$ cat src/sv/pesa_pkg.sv
`timescale 1ns / 1ps
// Shared types and constants for the priority evicting slot allocator.
// No dependencies; imported by pesa_engine, the top level and the testbench.
package pesa_pkg;

	localparam int NUM_SLOTS_DEF = 16;
	localparam logic [15:0] WEIGHT_THRESHOLD_RST = 16'd2;
	localparam logic [31:0] NO_HANDLE = 32'hFFFF_FFFF;

	localparam logic [1:0] REQ_ADD    = 2'd0;
	localparam logic [1:0] REQ_LOOKUP = 2'd1;
	localparam logic [1:0] REQ_UPDATE = 2'd2;
	localparam logic [1:0] REQ_UNUSED = 2'd3;

	typedef enum logic [2:0] {
		STAT_ADDED_FREE  = 3'd0,
		STAT_ADDED_EVICT = 3'd1,
		STAT_INVALID     = 3'd2,
		STAT_FULL        = 3'd3,
		STAT_FOUND       = 3'd4,
		STAT_MISSING     = 3'd5,
		STAT_UPDATED     = 3'd6
	} status_t;

	typedef enum logic [1:0] {
		ST_IDLE,
		ST_SCAN,
		ST_COMMIT,
		ST_EMIT
	} seq_state_t;

	// one slot table entry, as stored in the RAM
	typedef struct packed {
		logic [15:0] lifetime;
		logic [15:0] priority_val;
		logic [16:0] age;
		logic [31:0] frame;
		logic [31:0] handle;
	} slot_word_t;

	localparam int SLOT_WORD_W = $bits(slot_word_t);

	// request as handed to the engine
	typedef struct packed {
		logic [1:0]  kind;
		logic        bad;
		logic [15:0] lifetime;
		logic [15:0] priority_val;
		logic [31:0] query_handle;
		logic [31:0] frame_number;
	} req_t;

	typedef struct packed {
		status_t     status;
		logic [31:0] handle;
		logic [3:0]  slot;
		logic [4:0]  live_count;
	} res_t;

endpackage

$ cat src/sv/pesa_ram.sv
`timescale 1ns / 1ps
// Generic single-write, single-read synchronous RAM, registered read.
// No dependencies.
module pesa_ram #(
	parameter int WIDTH = 8,
	parameter int DEPTH = 16,
	localparam int AW = (DEPTH > 1) ? $clog2(DEPTH) : 1
) (
	input  logic             clk,
	input  logic             we,
	input  logic [AW-1:0]    waddr,
	input  logic [WIDTH-1:0] wdata,
	input  logic             re,
	input  logic [AW-1:0]    raddr,
	output logic [WIDTH-1:0] rdata
);

	logic [WIDTH-1:0] mem [DEPTH];
	logic [WIDTH-1:0] rdata_q;

	always_ff @(posedge clk) begin
		if (we) begin
			mem[waddr] <= wdata;
		end
		if (re) begin
			rdata_q <= mem[raddr];
		end
	end

	assign rdata = rdata_q;

endmodule

$ cat src/sv/pesa_engine.sv
`timescale 1ns / 1ps
// Slot table sequencer: one read-modify-write RAM scan per non-bad request.
// Depends on pesa_pkg and pesa_ram.
module pesa_engine
	import pesa_pkg::*;
#(
	parameter int NUM_SLOTS = NUM_SLOTS_DEF
) (
	input  logic clk,
	input  logic arst_n,
	input  logic start,
	input  req_t req,
	output logic ready,
	output logic res_valid,
	input  logic res_ready,
	output res_t res
);

	localparam int IW = (NUM_SLOTS > 1) ? $clog2(NUM_SLOTS) : 1;
	localparam int CW = $clog2(NUM_SLOTS + 1);
	localparam logic [IW:0] N_CNT = (IW + 1)'(NUM_SLOTS);

	seq_state_t state_q, state_d;

	req_t          req_q;
	logic [IW:0]   rd_idx_q;
	logic          rd_v_s1;
	logic [IW-1:0] idx_s1;

	logic [NUM_SLOTS-1:0] live_q;
	logic [NUM_SLOTS-1:0] written_q;

	logic          free_hit_q, vict_hit_q, find_hit_q;
	logic [IW-1:0] free_idx_q, vict_idx_q, find_idx_q;
	logic [15:0]   best_prio_q;
	logic [CW-1:0] live_cnt_q;
	logic [31:0]   next_handle_q;
	res_t          res_q;

	logic          ram_re, ram_we;
	logic [IW-1:0] ram_waddr;
	slot_word_t    ram_wdata, rword;
	logic [SLOT_WORD_W-1:0] ram_rdata;

	// slot being processed this cycle
	logic        cur_live, cur_written;
	logic [31:0] cur_handle;
	logic [16:0] new_age;
	logic [31:0] new_frame;
	logic        expired;
	logic        upd_wr;

	// commit decisions
	logic          do_add_wr;
	logic [IW-1:0] add_idx;

	pesa_ram #(
		.WIDTH(SLOT_WORD_W),
		.DEPTH(NUM_SLOTS)
	) u_ram (
		.clk  (clk),
		.we   (ram_we),
		.waddr(ram_waddr),
		.wdata(ram_wdata),
		.re   (ram_re),
		.raddr(rd_idx_q[IW-1:0]),
		.rdata(ram_rdata)
	);

	assign rword       = slot_word_t'(ram_rdata);
	assign cur_live    = live_q[idx_s1];
	assign cur_written = written_q[idx_s1];
	assign cur_handle  = cur_written ? rword.handle : NO_HANDLE;

	always_comb begin
		new_age   = rword.age;
		new_frame = rword.frame;
		if (rword.frame != req_q.frame_number) begin
			new_age   = rword.age + 17'd1;
			new_frame = req_q.frame_number;
		end
	end

	assign expired = new_age > {1'b0, rword.lifetime};
	assign upd_wr  = rd_v_s1 && (req_q.kind == REQ_UPDATE) && cur_live;

	assign add_idx   = free_hit_q ? free_idx_q : vict_idx_q;
	assign do_add_wr = (state_q == ST_COMMIT) && !req_q.bad && (req_q.kind == REQ_ADD)
		&& (free_hit_q || vict_hit_q);

	// next state
	always_comb begin
		state_d = state_q;
		case (state_q)
			ST_IDLE: begin
				if (start) begin
					state_d = req.bad ? ST_COMMIT : ST_SCAN;
				end
			end
			ST_SCAN: begin
				if ((rd_idx_q == N_CNT) && !rd_v_s1) begin
					state_d = ST_COMMIT;
				end
			end
			ST_COMMIT: state_d = ST_EMIT;
			ST_EMIT: begin
				if (res_ready) begin
					state_d = ST_IDLE;
				end
			end
			default: state_d = ST_IDLE;
		endcase
	end

	// outputs and RAM port control
	always_comb begin
		ready     = (state_q == ST_IDLE);
		res_valid = (state_q == ST_EMIT);
		ram_re    = (state_q == ST_SCAN) && (rd_idx_q < N_CNT);
		ram_we    = upd_wr || do_add_wr;
		ram_waddr = idx_s1;
		ram_wdata = rword;
		if (do_add_wr) begin
			ram_waddr              = add_idx;
			ram_wdata.lifetime     = req_q.lifetime;
			ram_wdata.priority_val = req_q.priority_val;
			ram_wdata.age          = 17'd0;
			ram_wdata.frame        = req_q.frame_number;
			ram_wdata.handle       = next_handle_q;
		end else begin
			ram_wdata.age   = new_age;
			ram_wdata.frame = new_frame;
		end
	end

	always_ff @(posedge clk or negedge arst_n) begin
		if (!arst_n) begin
			state_q       <= ST_IDLE;
			rd_idx_q      <= '0;
			rd_v_s1       <= 1'b0;
			live_q        <= '0;
			written_q     <= '0;
			next_handle_q <= '0;
		end else begin
			state_q <= state_d;
			rd_v_s1 <= ram_re;
			if (start && ready) begin
				rd_idx_q <= '0;
			end else if (ram_re) begin
				rd_idx_q <= rd_idx_q + (IW + 1)'(1);
			end
			if (upd_wr && expired) begin
				live_q[idx_s1] <= 1'b0;
			end
			if (do_add_wr) begin
				live_q[add_idx]    <= 1'b1;
				written_q[add_idx] <= 1'b1;
				next_handle_q      <= next_handle_q + 32'd1;
			end
		end
	end

	// request capture, scan accumulators and result
	always_ff @(posedge clk) begin
		idx_s1 <= rd_idx_q[IW-1:0];
		if (start && ready) begin
			req_q       <= req;
			free_hit_q  <= 1'b0;
			vict_hit_q  <= 1'b0;
			find_hit_q  <= 1'b0;
			free_idx_q  <= '0;
			vict_idx_q  <= '0;
			find_idx_q  <= '0;
			best_prio_q <= req.priority_val;
			live_cnt_q  <= '0;
		end else if (rd_v_s1) begin
			case (req_q.kind)
				REQ_ADD: begin
					if (!cur_live && !free_hit_q) begin
						free_hit_q <= 1'b1;
						free_idx_q <= idx_s1;
					end
					if (cur_live && (rword.priority_val < best_prio_q)) begin
						best_prio_q <= rword.priority_val;
						vict_hit_q  <= 1'b1;
						vict_idx_q  <= idx_s1;
					end
				end
				REQ_LOOKUP: begin
					if (!find_hit_q && (cur_handle == req_q.query_handle)) begin
						find_hit_q <= 1'b1;
						find_idx_q <= idx_s1;
					end
				end
				REQ_UPDATE: begin
					if (cur_live && !expired) begin
						live_cnt_q <= live_cnt_q + CW'(1);
					end
				end
				default: ;
			endcase
		end

		if (state_q == ST_COMMIT) begin
			res_q.status     <= STAT_INVALID;
			res_q.handle     <= NO_HANDLE;
			res_q.slot       <= 4'd0;
			res_q.live_count <= 5'd0;
			if (!req_q.bad) begin
				case (req_q.kind)
					REQ_ADD: begin
						if (free_hit_q || vict_hit_q) begin
							res_q.status <= free_hit_q ? STAT_ADDED_FREE : STAT_ADDED_EVICT;
							res_q.handle <= next_handle_q;
							res_q.slot   <= 4'(add_idx);
						end else begin
							res_q.status <= STAT_FULL;
						end
					end
					REQ_LOOKUP: begin
						res_q.status <= find_hit_q ? STAT_FOUND : STAT_MISSING;
						res_q.slot   <= find_hit_q ? 4'(find_idx_q) : 4'd0;
					end
					REQ_UPDATE: begin
						res_q.status     <= STAT_UPDATED;
						res_q.live_count <= 5'(live_cnt_q);
					end
					default: ;
				endcase
			end
		end
	end

	assign res = res_q;

endmodule

$ cat src/sv/priority_evicting_slot_allocator_unit.sv
`timescale 1ns / 1ps
// Top level of the priority evicting slot allocator: request check, result register.
// Depends on pesa_pkg and pesa_engine (which holds the slot RAM).
//
//  channel | dir | handshake          | payload
//  --------+-----+--------------------+------------------------------------------
//  s_*     | in  | s_tvalid/s_tready  | request item: tuser kind, tdata fields
//  m_*     | out | m_tvalid/m_tready  | result item: tuser status, tdata fields
//  cfg_*   | in  | cfg_we             | weight_threshold, 16 bit
//
// Flow: an add, lookup or update item goes from accept to m_tvalid through the scan,
// one slot RAM read per slot, then drain, commit and emit; a rejected add or an
// unused kind skips the scan. The next item is accepted the cycle after the result
// leaves the sequencer, so no item is taken before the last one's result is out of it.
// Reset: arst_n clears all live and handle-written bits, the handle counter and the
// threshold (to 2). The result register frees the sequencer while m_tready is low;
// a second result waits in the sequencer until the register empties.
module priority_evicting_slot_allocator_unit
	import pesa_pkg::*;
#(
	parameter int NUM_SLOTS = NUM_SLOTS_DEF
) (
	input  logic         clk,
	input  logic         arst_n,
	input  logic         cfg_we,
	input  logic [15:0]  cfg_wdata,
	input  logic         s_tvalid,
	output logic         s_tready,
	// lifetime, priority_req, radius, weight_sq, query_handle, frame_number
	input  logic [127:0] s_tdata,
	// req_type
	input  logic [1:0]   s_tuser,
	output logic         m_tvalid,
	input  logic         m_tready,
	// handle, slot, live_count, zero fill [47:41]
	output logic [47:0]  m_tdata,
	// status
	output logic [2:0]   m_tuser
);

	logic [15:0] weight_threshold_q;

	// unpacked request fields
	logic [1:0]         req_type;
	logic [15:0]        lifetime;
	logic [15:0]        priority_req;
	logic signed [15:0] radius;
	logic [15:0]        weight_sq;
	logic [31:0]        query_handle;
	logic [31:0]        frame_number;

	req_t req;
	res_t res;
	logic eng_ready, res_valid, res_take;

	logic        m_tvalid_q;
	logic [47:0] m_tdata_q;
	logic [2:0]  m_tuser_q;

	assign req_type     = s_tuser;
	assign lifetime     = s_tdata[15:0];
	assign priority_req = s_tdata[31:16];
	assign radius       = $signed(s_tdata[47:32]);
	assign weight_sq    = s_tdata[63:48];
	assign query_handle = s_tdata[95:64];
	assign frame_number = s_tdata[127:96];

	always_ff @(posedge clk or negedge arst_n) begin
		if (!arst_n) begin
			weight_threshold_q <= WEIGHT_THRESHOLD_RST;
		end else if (cfg_we) begin
			weight_threshold_q <= cfg_wdata;
		end
	end

	// reject check: unused kind, or an add with zero life, radius <= 0 or a weak weight
	always_comb begin
		req.kind         = req_type;
		req.lifetime     = lifetime;
		req.priority_val = priority_req;
		req.query_handle = query_handle;
		req.frame_number = frame_number;
		case (req_type)
			REQ_ADD:    req.bad = (lifetime == 16'd0) || (radius <= 16'sd0)
				|| (weight_sq <= weight_threshold_q);
			REQ_LOOKUP: req.bad = 1'b0;
			REQ_UPDATE: req.bad = 1'b0;
			REQ_UNUSED: req.bad = 1'b1;
			default:    req.bad = 1'b1;
		endcase
	end

	assign s_tready = eng_ready;

	pesa_engine #(
		.NUM_SLOTS(NUM_SLOTS)
	) u_engine (
		.clk      (clk),
		.arst_n   (arst_n),
		.start    (s_tvalid),
		.req      (req),
		.ready    (eng_ready),
		.res_valid(res_valid),
		.res_ready(res_take),
		.res      (res)
	);

	// result register, loaded whenever it is empty or being drained
	assign res_take = res_valid && (!m_tvalid_q || m_tready);

	always_ff @(posedge clk or negedge arst_n) begin
		if (!arst_n) begin
			m_tvalid_q <= 1'b0;
		end else if (res_take) begin
			m_tvalid_q <= 1'b1;
		end else if (m_tready) begin
			m_tvalid_q <= 1'b0;
		end
	end

	always_ff @(posedge clk) begin
		if (res_take) begin
			m_tdata_q <= {7'd0, res.live_count, res.slot, res.handle};
			m_tuser_q <= res.status;
		end
	end

	assign m_tvalid = m_tvalid_q;
	assign m_tdata  = m_tdata_q;
	assign m_tuser  = m_tuser_q;

endmodule

$ cat config.mk
export PLATFORM = sky130hd
export DESIGN_NAME = priority_evicting_slot_allocator_unit
export DESIGN_NICKNAME = d
export VERILOG_FILES = /design/src/sv/pesa_pkg.sv /design/src/sv/pesa_ram.sv /design/src/sv/pesa_engine.sv /design/src/sv/priority_evicting_slot_allocator_unit.sv
export SDC_FILE = /design/constraint.sdc
export NUM_CORES = 2
export LEC_CHECK = 0
export BUFFER_PORTS_ARGS = -buffer_cell sky130_fd_sc_hd__buf_2
export CAP_MARGIN = 20
export CORE_ASPECT_RATIO = 2
export CORE_UTILIZATION = 54
export CTS_BUF_LIST = sky130_fd_sc_hd__clkbuf_16
export DETAILED_ROUTE_END_ITERATION = 16
export PLACE_DENSITY = 0.7
export SYNTH_ARGS = -nofsm -noshare
export SYNTH_HDL_FRONTEND = slang
export SYNTH_HIERARCHICAL = 1
export SYNTH_SLANG_ARGS = --single-unit
$ cat constraint.sdc
create_clock -name clk -period 17.1 [get_ports clk]
set_input_delay 3.42 -clock clk [delete_from_list [all_inputs] [get_ports clk]]
set_output_delay 3.42 -clock clk [all_outputs]
set_load 0.01 [all_outputs]
==> metrics <==
CTS resizes=0; register area share after synthesis=about 77%; Hold Path Cell Cnt=0; clk_lat worst skew=between 0.8 and 0.9 ns; reg-to-reg endpoint=u_engine/live_q[9]; RSZ-0062 raised after global routing=false; clock skew=approximately 0.063 ns; initial antenna violation count=14; Period Utilization, post-route=between 30% and 40%; final hold slack=0.4201 ns; max frequency=between 150 and 200 MHz; Initial Util=a little over half; Hold Violations, Final=0; Cell Pwr Density=around 110 mW/mm^2; worst hold path type=reg2reg; drt total wl=205300 um; crit path capture type=register; drt drc=0; Core Region=roughly 0.16 sq mm; Root Buffer=clkbuf_16; Final Setup Violations=0; area of the die=between 0.15 and 0.2 sq mm; fin cells=~6800; Critical Path Source=u_engine/req_q[13]; placed cell count=around 6400; largest net degree at the start of global routing=roughly 150; Synth cell types=just over 70; total power=roughly 10 mW; fillers=about 11000; final RePlAce weighted congestion=approximately 0.9; Critical Path RT=between 15 and 20 ns; TritonCTS clock tree=built; Reg2Reg Depth=17; Synth-to-Final Area Change=11.05%; commonest non-fill, non-tap cell in the layout=edfxtp_1; Sum Neg Setup Slack=0 ns; Routed WL per cell=~30 um; dominant synthesized flop cell=edfxtp_1; Hold Path Origin=u_engine/res[38]; post-layout util=between 60% and 70%; Max IR drop VDD=86.70 uV; Post-synth EDFFs=2124; routed vias/inst=roughly 6.3; most frequent cells in the layout=edfxtp_1 (2124), mux4_2 (459), nand2_1 (387), a22oi_1 (227), buf_2 (196); Syn Std Cell Area=about 0.086 sq mm; H-tree levels=4; Die W=about 280 um; worst reg2reg startpoint=u_engine/req_q[13]; Initial DRC Count=3890; clock transition at the registers of the reported paths=0.07 ns; global-route wire length before repair=300800 um; flops & latches, synth=roughly 2200; DP HPWL=around 110000 um; Max-slew headroom=~25%; total CTS buffers=between 150 and 200; die height=roughly 570 um; nets@finish=4758; vias post-DR=42820; Multi-input gate area=between 0.015 and 0.02 sq mm; worst slew pin tran=roughly 1.1 ns; Startpoint Class=register; outcome=finished clean; Lkg Pwr=between 20 and 30 nW; Routed Antenna Nets=0; Total GRT Usage=between 20% and 30%; cells after synthesis=approximately 4300; WS Path Type=reg2reg; port bufs=just under 200; synth warn=6; Max Slew Vio Count=0; postcts setup bufs=0; clock sink count=around 2200; Max-cap violations=0; final global-route overflow total=0; minimum clock period after layout=6.175 ns; Data arrival, critical path=~6.8 ns; Sequential Area=about 0.066 sq mm; Hold-fix buffers, CTS=0; hold endpoint=m_tdata[29]; worst-path fanout max=17; Placement Rows=~210; flop-to-flop setup slack=between 10 and 15 ns; Avg Cell Area, Syn=between 20 and 25 sq um; fraction of registers with async set/reset=slightly below 4%; share of cells above drive strength 1=around 22%; Max Root-Sink Buffers=4; TritonRoute pass-1 iters=6; vias in the first global route=between 40000 and 50000; num ports=just over 200
-- power by group --
group / leakage, nW / switching (mW) / internal, mW
clock: 3.09 / 1.90 / 2.39
combinational: 8.57 / 0.0270 / 0.0200
sequential: 17.7 / 0.000975 / 5.91
total: 29.3 / 1.93 / 8.32
-- worst max-delay path, stage by stage (launching register included) --
cell      delay (ns)
edfxtp_1        0.63
xor2_1          0.25
nor4_1          0.92
nand4_1         0.59
nor2_1          0.43
nor2_1          0.23
nand3_1         0.15
xnor2_1         0.09
ha_1            0.31
nand4_1         0.15
nor3_1          0.22
nor2_1          0.06
o211ai_1        0.10
a211oi_1        0.11
a21oi_1         0.55
nor2_1          0.36
nor4_1          0.63
a31oi_1         0.17
-- sequential cells by signal, summed over array words and instances, names as in the netlist --
register,count
u_engine/written_q,16
u_engine/rd_idx_q,5
u_engine/idx_s1,4
u_engine/live_q,16
u_engine/next_handle_q,32
m_tvalid,1
u_engine/find_idx_q,4
u_engine/u_ram/rdata,113
weight_threshold_q,16
u_engine/find_hit_q,1
u_engine/rd_v_s1,1
u_engine/vict_hit_q,1
m_tdata,41
u_engine/req_q,99
u_engine/free_idx_q,4
u_engine/res,44
u_engine/live_cnt_q,5
m_tuser,3
u_engine/state_q,2
u_engine/u_ram/mem,1808
u_engine/free_hit_q,1
u_engine/vict_idx_q,4
u_engine/best_prio_q,16
-- worst max path at each step --
stage	cells past startpoint	endpoint	slack, ns
3_3_place_gp	4	u_engine/req_q[26]	10.55
5_1_grt	17	u_engine/live_q[4]	10.55
3_5_place_dp	4	u_engine/req_q[11]	10.47
6_report	17	u_engine/live_q[9]	10.93
2_1_floorplan	11	u_engine/u_ram/mem[0][0]	5.27
4_1_cts	17	u_engine/live_q[4]	10.80
-- cell usage after synthesis, types with 4 or more instances --
cell type / count / share of area, %
a211oi_1: 5 / 0.044
a21o_1: 11 / 0.096
a21oi_1: 35 / 0.20
a22oi_1: 227 / 2.0
a31oi_1: 13 / 0.094
and2_1: 25 / 0.18
and3_1: 13 / 0.094
and4_1: 10 / 0.10
buf_1: 17 / 0.074
buf_2: 36 / 0.21
buf_4: 21 / 0.18
buf_6: 21 / 0.27
clkbuf_1: 144 / 0.63
dfrtp_1: 88 / 2.6
dfxtp_1: 24 / 0.56
edfxtp_1: 2124 / 74
ha_1: 60 / 0.87
inv_1: 65 / 0.28
mux2_2: 5 / 0.065
mux2i_1: 23 / 0.27
mux4_2: 459 / 12
nand2_1: 387 / 1.7
nand2b_1: 27 / 0.20
nand3_1: 39 / 0.23
nand4_1: 29 / 0.21
nor2_1: 74 / 0.32
nor2b_1: 15 / 0.11
nor3_1: 21 / 0.12
nor3b_1: 4 / 0.035
nor4_1: 25 / 0.18
nor4bb_1: 4 / 0.046
o2111ai_1: 7 / 0.071
o211ai_1: 4 / 0.035
o21ai_0: 54 / 0.31
o21bai_1: 7 / 0.061
or2_2: 5 / 0.036
or3_1: 34 / 0.25
xnor2_1: 42 / 0.43
xor2_1: 54 / 0.55
-- layer usage --
metal,vias to the layer above,track usage [%],share of wire [%]
met1,22630,30.87,35
met3,489,2.882,5.9
met4,2,12.21,5.0
met2,1836,46.30,54
met5,-,0,0.0063
li1,17860,-,-
-- logic make-up (layout without fill, tap and decap cells) --
group,after synthesis,count (layout),synth area share [%]
flip-flops,2237,2237,77.06
multiplexers,487,487,12.31
AO/OA/AOI/OAI,389,389,3.193
adder cells (fa/ha/maj),60,60,0.8700
other,1,8,0.004346
buffers and inverters,305,686,1.653
XOR/XNOR,96,96,0.9744
AND/OR/NAND/NOR,724,724,3.934
-- metrics by stage --
step	worst slack, ns	area (sq um)
after floorplan	5.275	86310
after global placement	10.55	89660
after detailed placement	10.47	89700
after CTS	10.80	95770
after global routing	10.55	95820
final	10.93	95820
-- final cells by class --
| type | count | area share [%] |
|---|---|---|
| antenna | 1 | 0.002612 |
| clock buffer | 194 | 5.067 |
| clock inverter | 139 | 1.267 |
| inverter | 66 | 0.2638 |
| multi-input combinational | 1763 | 19.36 |
| sequential | 2237 | 69.40 |
| tap | 2090 | 2.729 |
| timing repair buffer | 287 | 1.909 |
No activity file was read; power rests on OpenSTA's default activity.
